===== src/hw/rtl/qfts_pkg.sv =====
package qfts_pkg;

  localparam int unsigned DataW = 32;

  localparam logic OP_ENQUEUE = 1'b0;
  localparam logic OP_DEQUEUE = 1'b1;

  typedef enum logic [1:0] {
    ST_IDLE,
    ST_XFER,
    ST_POP
  } state_e;

  typedef struct packed {
    logic                    operation;
    logic signed [DataW-1:0] value_in;
  } cmd_t;

  typedef struct packed {
    logic                    ok;
    logic signed [DataW-1:0] value_out;
  } res_t;

endpackage


===== src/hw/rtl/queue_from_two_stacks.sv =====
// FIFO queue of signed 32-bit elements built from an input stack and an output stack, each
// STACK_DEPTH entries deep and each held in its own single-port synchronous RAM. A command
// is taken when start_i is high and busy_o is low; its result appears on res_o for exactly
// one cycle with done_o high, and the receiver cannot stall it. An enqueue that fits, or
// one that is refused, keeps busy_o low and the next command may follow at once. A dequeue
// from a non-empty output stack keeps busy_o high in ST_POP while the RAM read returns. When
// a dequeue finds the output stack empty, or an enqueue finds the input stack full and the
// output stack empty, the input stack is first copied across, one RAM read and one RAM write
// per element; each element is copied across only once.
module queue_from_two_stacks #(
  parameter int unsigned STACK_DEPTH = 16
) (
  input  logic          clk_i,
  input  logic          rst_ni,
  input  logic          start_i,
  input  qfts_pkg::cmd_t cmd_i,
  output logic          busy_o,
  output logic          done_o,
  output qfts_pkg::res_t res_o
);
  import qfts_pkg::*;

  localparam int unsigned AddrW = (STACK_DEPTH > 1) ? $clog2(STACK_DEPTH) : 1;
  localparam int unsigned CntW  = $clog2(STACK_DEPTH + 1);
  localparam logic [CntW-1:0] CntFull = CntW'(STACK_DEPTH);
  localparam logic [CntW-1:0] CntOne  = CntW'(1);

  state_e state_q, state_d;
  logic [CntW-1:0] in_cnt_q, in_cnt_d;
  logic [CntW-1:0] out_cnt_q, out_cnt_d;
  logic            rdv_q, rdv_d;
  logic            op_q, op_d;
  logic signed [DataW-1:0] val_q, val_d;
  logic            done_q, done_d;
  res_t            res_q, res_d;

  logic [DataW-1:0] in_mem  [STACK_DEPTH];
  logic [DataW-1:0] out_mem [STACK_DEPTH];
  logic [DataW-1:0] in_rdata_q, out_rdata_q;

  logic             in_we, in_re, out_we, out_re;
  logic [AddrW-1:0] in_waddr, in_raddr, out_waddr, out_raddr;
  logic [DataW-1:0] in_wdata;
  logic [CntW-1:0]  in_top, out_top;

  assign in_top    = in_cnt_q - CntOne;
  assign out_top   = out_cnt_q - CntOne;
  assign in_raddr  = in_top[AddrW-1:0];
  assign out_raddr = out_top[AddrW-1:0];
  assign out_waddr = out_cnt_q[AddrW-1:0];

  always_ff @(posedge clk_i) begin
    if (in_we) begin
      in_mem[in_waddr] <= in_wdata;
    end
    if (in_re) begin
      in_rdata_q <= in_mem[in_raddr];
    end
  end

  always_ff @(posedge clk_i) begin
    if (out_we) begin
      out_mem[out_waddr] <= in_rdata_q;
    end
    if (out_re) begin
      out_rdata_q <= out_mem[out_raddr];
    end
  end

  always_ff @(posedge clk_i or negedge rst_ni) begin
    if (!rst_ni) begin
      state_q   <= ST_IDLE;
      in_cnt_q  <= '0;
      out_cnt_q <= '0;
      rdv_q     <= 1'b0;
      done_q    <= 1'b0;
    end else begin
      state_q   <= state_d;
      in_cnt_q  <= in_cnt_d;
      out_cnt_q <= out_cnt_d;
      rdv_q     <= rdv_d;
      done_q    <= done_d;
    end
  end

  always_ff @(posedge clk_i) begin
    op_q  <= op_d;
    val_q <= val_d;
    res_q <= res_d;
  end

  always_comb begin
    state_d   = state_q;
    in_cnt_d  = in_cnt_q;
    out_cnt_d = out_cnt_q;
    rdv_d     = 1'b0;
    op_d      = op_q;
    val_d     = val_q;
    done_d    = 1'b0;
    res_d     = '0;
    in_we     = 1'b0;
    in_waddr  = in_cnt_q[AddrW-1:0];
    in_wdata  = cmd_i.value_in;
    in_re     = 1'b0;
    out_we    = 1'b0;
    out_re    = 1'b0;
    unique case (state_q)
      ST_IDLE: begin
        if (start_i) begin
          op_d  = cmd_i.operation;
          val_d = cmd_i.value_in;
          if (cmd_i.operation == OP_ENQUEUE) begin
            priority if (in_cnt_q != CntFull) begin
              in_we    = 1'b1;
              in_cnt_d = in_cnt_q + CntOne;
              done_d   = 1'b1;
              res_d.ok = 1'b1;
            end else if (out_cnt_q == '0) begin
              state_d = ST_XFER;
            end else begin
              done_d = 1'b1;
            end
          end else begin
            priority if (out_cnt_q != '0) begin
              out_re    = 1'b1;
              out_cnt_d = out_top;
              state_d   = ST_POP;
            end else if (in_cnt_q != '0) begin
              state_d = ST_XFER;
            end else begin
              done_d = 1'b1;
            end
          end
        end
      end
      ST_XFER: begin
        if (rdv_q) begin
          out_we    = 1'b1;
          out_cnt_d = out_cnt_q + CntOne;
        end
        priority if (in_cnt_q != '0) begin
          in_re    = 1'b1;
          in_cnt_d = in_top;
          rdv_d    = 1'b1;
        end else if (rdv_q) begin
          state_d = ST_XFER;
        end else if (op_q == OP_ENQUEUE) begin
          in_we    = 1'b1;
          in_wdata = val_q;
          in_cnt_d = CntOne;
          done_d   = 1'b1;
          res_d.ok = 1'b1;
          state_d  = ST_IDLE;
        end else begin
          out_re    = 1'b1;
          out_cnt_d = out_top;
          state_d   = ST_POP;
        end
      end
      ST_POP: begin
        done_d          = 1'b1;
        res_d.ok        = 1'b1;
        res_d.value_out = out_rdata_q;
        state_d         = ST_IDLE;
      end
      default: begin
        state_d = ST_IDLE;
      end
    endcase
  end

  assign busy_o = (state_q != ST_IDLE);
  assign done_o = done_q;
  assign res_o  = res_q;

endmodule


===== config.mk =====
export PLATFORM = sky130hd
export DESIGN_NAME = queue_from_two_stacks
export DESIGN_NICKNAME = d
export VERILOG_FILES = /design/src/hw/rtl/qfts_pkg.sv /design/src/hw/rtl/queue_from_two_stacks.sv
export SDC_FILE = /design/constraint.sdc
export NUM_CORES = 1
export LEC_CHECK = 0
export ABC_CLOCK_PERIOD_IN_PS = 14800
export BUFFER_PORTS_ARGS = -buffer_cell sky130_fd_sc_hd__buf_2
export CAP_MARGIN = 20
export CORE_ASPECT_RATIO = 0.6
export CORE_MARGIN = 10
export CORE_UTILIZATION = 40
export DETAILED_ROUTE_END_ITERATION = 8
export HOLD_SLACK_MARGIN = 0.03
export PLACE_DENSITY = 0.62
export SETUP_SLACK_MARGIN = 0.4
export SLEW_MARGIN = 20
export SYNTH_ARGS = -nofsm -noshare
export SYNTH_HDL_FRONTEND = slang
export SYNTH_SLANG_ARGS = --single-unit

===== constraint.sdc =====
create_clock -name clk_i -period 14.8 [get_ports clk_i]
set_clock_uncertainty 0.05 [all_clocks]
set_input_delay 1.48 -clock clk_i [delete_from_list [all_inputs] [get_ports clk_i]]
set_output_delay 1.48 -clock clk_i [all_outputs]
set_load 0.03 [all_outputs]

Word-level counts from Yosys, hierarchy flattened
Memory sizes are Yosys's and may differ from the RTL's. A register that Yosys moved wholly into a read port is not among the register bits.
Index checks and enable logic that the tools add are counted.
Operators by class
  add/sub/neg operators: 4
  mux-type cells: 59
  reductions and logical operators: 10
  eq/ne operators: 14
Operators with widths (number)
  $mux W32: 4
  $mux W5: 13
  $mux W1: 26
  $pmux W5 S2: 2
  $mux W2: 9
  $ne A2 B2 Y1 const B: 6
  $ne A3 B3 Y1 const B: 4
  $add A5 B1 Y5 const B: 2
  $reduce_bool A5 Y1: 2
  $sub A5 B1 Y5 const B: 2
  $pmux W1 S3: 2
  $reduce_and A6 Y1: 1
  $logic_not A5 Y1: 1
  $ne A5 B5 Y1 const B: 1
  $reduce_and A5 Y1: 1
  $ne A4 B4 Y1 const B: 1
  $pmux W1 S2: 2
  $pmux W2 S2: 1
  $reduce_and A4 Y1: 1
  $reduce_bool A2 Y1: 2
  $eq A2 B1 Y1 const B: 1
  $eq A2 B2 Y1 const B: 1
  $logic_not A2 Y1: 1
  $reduce_and A2 Y1: 1
Storage, ports and cells
  RAM bits: 1024
  input bits: 36
  word-level logic and storage cells: 98
  memories: 2
  output and inout bits: 35
  bits in registers: 80
Memories
  in_mem: words 16, width 32, read ports 1, clocked after Yosys merged registers in 1, write ports 1, RTL line queue_from_two_stacks.sv:37  | logic [DataW-1:0] in_mem [STACK_DEPTH];
  out_mem: words 16, width 32, read ports 1, clocked after Yosys merged registers in 1, write ports 1, RTL line queue_from_two_stacks.sv:38  | logic [DataW-1:0] out_mem [STACK_DEPTH];

Longest topological paths before layout
  depth after elaboration: 7
  mapped depth: 11
  mapped depth without buffers: 6

Least setup slack after synthesis
No wires, ideal clock.
  path type: input -> register
  start: in start_i
  end: mem in_mem[11][0], enable pin
  setup time: 392 ps
  stages: 5
  required time: 14358 ps
  data arrival time: 5673 ps
  setup slack: 8685 ps
  buffers on the path: 1
  path through: nor3b_1 a32oi_1 a21oi_1 clkbuf_1 and3_1
On the way
  cells in the longest elaborated chain, start to end: 4
RTL lines
  from (decl): RTL line queue_from_two_stacks.sv:15  | input logic start_i,
  $mux W1: RTL line queue_from_two_stacks.sv:109  | if (start_i) begin
  $pmux W1 S2: RTL line queue_from_two_stacks.sv:107  | unique case (state_q)
  $mux W1: RTL line queue_from_two_stacks.sv:53  | if (in_we) begin
  $mux W1 (implied by the code): RTL line queue_from_two_stacks.sv:54  | in_mem[in_waddr] <= in_wdata;
  to (decl): RTL line queue_from_two_stacks.sv:37
No other way between the ends.

Worst setup path after layout
  start: reg out_cnt_q[0]
  end: reg out_rdata_q[18] (read register of out_mem) (data pin)
On the way
  cells in the longest elaborated chain, start to end: 5
  elaborated cells between the ends (all ways): 6
  those cells by class: add/sub: 1; mux: 4; reduce/logical: 1
RTL lines
  from (decl): RTL line queue_from_two_stacks.sv:30  | logic [CntW-1:0] out_cnt_q, out_cnt_d;
  from (signal assigned): RTL line queue_from_two_stacks.sv:80  | out_cnt_q <= out_cnt_d;
  $reduce_bool A5 Y1: RTL line queue_from_two_stacks.sv:124  | priority if (out_cnt_q != '0) begin
  $mux W1: RTL line queue_from_two_stacks.sv:124
  $mux W1: RTL line queue_from_two_stacks.sv:112  | if (cmd_i.operation == OP_ENQUEUE) begin
  $mux W1: RTL line queue_from_two_stacks.sv:109
  $pmux W1 S2: RTL line queue_from_two_stacks.sv:107
  to (decl): RTL line queue_from_two_stacks.sv:39  | logic [DataW-1:0] in_rdata_q, out_rdata_q;
Parallel ways exist; a longest one is shown, timed or not.
A chain may end at the register's enable or synchronous reset.

==> parameters.txt <==
Parameter                              Value

Floorplan
  Horiz. Die Dim    448 um
  I/O pins    71
  Y dimension of the die    277 um
  Die area    124,000 sq um
  Number of rows in the core area    94
  Starting density of the core    roughly two fifths
  Core footprint    109,000 sq um

Yosys
  Number of cells produced by synthesis    approximately 1,800
  Synthesized net count    around 1,800
  Ys async rst share    1.20%
  Top_reg_cell synth    sky130_fd_sc_hd__edfxtp_1
  Count of distinct cell types in the synthesized netlist    54
  Synth Area per Inst    24.6 sq um
  Post-Syn Area    44,000 sq um
  Number of flops mapped to enable cells by yosys    1,121
  Commonest cells post-synth    sky130_fd_sc_hd__edfxtp_1, sky130_fd_sc_hd__mux4_2, sky130_fd_sc_hd__and2_1, sky130_fd_sc_hd__dfxtp_1, sky130_fd_sc_hd__clkbuf_1
  Share of the yosys chip area belonging to registers    78.8%
  Post-synth top area share    76.5%
  Largest cells by area after synthesis    sky130_fd_sc_hd__edfxtp_1, sky130_fd_sc_hd__mux4_2, sky130_fd_sc_hd__dfxtp_1, sky130_fd_sc_hd__dfrtp_1, sky130_fd_sc_hd__buf_6
  Warnings, synthesis    0
  Flip-flop and latch count after synthesis    1,168
  Leading area contributor after synthesis    sky130_fd_sc_hd__edfxtp_1
  Cell with the most instances after synthesis    sky130_fd_sc_hd__edfxtp_1

Timing
  Hold Fails Final Rpt    0
  Slew at the pin closest to its max-slew limit    between 1 and 1.5 ns
  Shortest clock period the worst path allows after layout    between 4 and 5 ns
  Highest clock rate    approximately 220 MHz
  Period utilisation layout    a little under a third
  Setup repair after global routing missed its margin    false
  Final setup fails    0
  Relative slew slack    between 20 and 30%
  Final-layout setup total negative slack    0 ns
  Count of pins over their slew limit    0

Layout
  Layout cell share with drive strength beyond 1    33.3%
  Relative area change from synthesis to final layout    13.2%
  Final #Nets    ~2,000
  Core Util, Final    45.5%

Critical path
  Crit path largest cell delay    slightly above 1 ns
  Arrival @ worst endpoint    4.88 ns
  Top delay family on crit path    buffers and inverters
  Critical path fanouts, max    70
  Required time of the critical path    roughly 15 ns
  CP cell instances    inv_1, ha_4, buf_4, mux4_2, mux4_2
  Endpoint class of the critical path    flop
  Critical path buffers and inverters    2
  Cell repeated most along the worst path    sky130_fd_sc_hd__mux4_2
  Crit-path slowest cell    sky130_fd_sc_hd__ha_4
  Critical Path Start Type    flop
  WS Path Type    flop to flop

Detailed routing
  DR pass1 iterations    5
  Initial drt markers    2,097
  Number of routed nets with antenna violations    0
  Wire length reported by the detailed router    94.7 mm
  Drt via density    5.57
  Total via count in the routed design    around 19,000
  Remaining routing DRC violations    0
  Drt wl/cell    27.5 um

Placed design
  DP HPWL    between 40 and 50 mm
  Port Buffers    70
  Global placer's final weighted congestion    0.774

Worst hold path
  Hold Crit Class    flop to flop

Clocking
  Cts bufs inserted    ~110
  Root Driver    sky130_fd_sc_hd__clkbuf_16
  Deepest level of the CTS H-tree    3
  Number of sinks on the clock net    approximately 1,200
  Clock slew at reported path FFs    about 0.07 ns
  Clock latency of the later-clocked register in the worst-skew pair    0.70 ns
  Buffer levels on the longest clock path    3
  TritonCTS clock tree    done
  Hold-fix buffer count after cts    0
  Post-CTS Repair Setup Buffers    0
  PostCTS Resize Cnt    0

Pwr
  IR Drop Worst-Case VDD    0.204 mV
  Leakage    15.6 nW
  Power Dens Cells    206 nW/um^2

GRT
  Total global routing overflow    0
  Largest net degree at the start of global routing    93
  First-pass GRT wire length    139 mm
  Number of antenna violations at the first check in global routing    6
  Number of global-route vias before repair    19,790
  Global-route total usage across every layer    15.2%

Flow run
  Reported max-cap violation count    0

Outcome
  Result of the run    complete, no violations
## cells in the final DEF, fill, tap and decap left out, drive strengths merged, types with 4 or more instances in the layout
cell type	n
bufinv	16
clkinvlp	6
ha	10
nor2	22
mux4	320
o21ai	5
dfxtp	33
and2	34
xnor2	5
clkinv	51
inv	18
clkbuf	125
buf	102
nand2	8
nand3	9
a21oi	6
nand2b	4
mux2	33
edfxtp	1121
dfrtp	14
nor3	7
and3	15
## cell type report
cell class / count / area, sq um
clock buffer: 125 / 2830
sequential: 1168 / 34700
timing repair buffer: 102 / 631
antenna: 3 / 7.51
fill: 8879 / 59600
tap: 1440 / 1800
inverter: 13 / 48.8
multi-input combinational: 519 / 8960
clock inverter: 78 / 843
## cells by family (layout without fill, tap and decap cells)
| logic type | after synthesis | after routing | share of synthesized area [%] |
|---|---|---|---|
| DFF | 1168 | 1168 | 78.8 |
| buffers and inverters | 98 | 318 | 1.35 |
| muxes | 356 | 356 | 17.3 |
| AOI/OAI and AO/OA | 30 | 30 | 0.487 |
| adders and majority gates | 10 | 10 | 0.285 |
| and+or+nand+nor | 116 | 116 | 1.59 |
| other | 0 | 3 | 0 |
| xor gates and xnor gates | 7 | 7 | 0.139 |
## final timing paths
| check | start | to | slack, ns | cells past startpoint |
|---|---|---|---|---|
| worst max-delay path | out_cnt_q[0]$_DFFE_PN0P_ | out_rdata_q[18]$_DFFE_PP_ | 10.30 | 5 |
| worst min-delay path | out_rdata_q[5]$_DFFE_PP_ | res_o[5]$_SDFF_PN0_ | 0.40 | 1 |
| worst max register to register | out_cnt_q[0]$_DFFE_PN0P_ | out_rdata_q[18]$_DFFE_PP_ | 10.30 | 5 |
| worst min register to register | out_rdata_q[5]$_DFFE_PP_ | res_o[5]$_SDFF_PN0_ | 0.40 | 1 |
| max in group asynchronous | rst_ni | out_cnt_q[0]$_DFFE_PN0P_ | 13.75 | 1 |
| min in group asynchronous | rst_ni | in_cnt_q[0]$_DFFE_PN0P_ | 0.64 | 1 |
## state kept, by name, indices dropped and copies added, names as in the netlist
name,count
rdv_q,1
state_q,2
done_o,1
in_cnt_q,5
in_rdata_q,32
res_o,33
op_q,1
out_mem,512
out_rdata_q,32
val_q,32
out_cnt_q,5
in_mem,512
## metal layers
layer  global-route usage, %  vias up  routed length, um
li1                        -     7894                  -
met5                       0        -                  0
met2                    22.5      734              43000
met1                    23.1    10439              43100
met4                    3.29        0               1610
met3                    3.31      134               6960
## where the power goes
part | switching, mW | internal, mW
logic | 1.37 | 1.45
clock network | 1.22 | 1.65
registers | 0.351 | 4.19
## metrics by stage
step / cells / hold slack, ns / cell area [sq um] / power [mW] / setup slack (ns)
global placement: 3241 / 0.391 / 46000 / 7.42 / 10.31
CTS: 3444 / 0.400 / 49700 / 10.4 / 10.21
detailed placement: 3241 / 0.385 / 46100 / 7.50 / 10.21
global route: 3445 / 0.420 / 49800 / 10.7 / 10.0
finish: 3448 / 0.403 / 49800 / 10.2 / 10.30
floorplan: 1785 / 0.370 / 44000 / 6.68 / 8.69
Power figures use the tool's default switching activity.
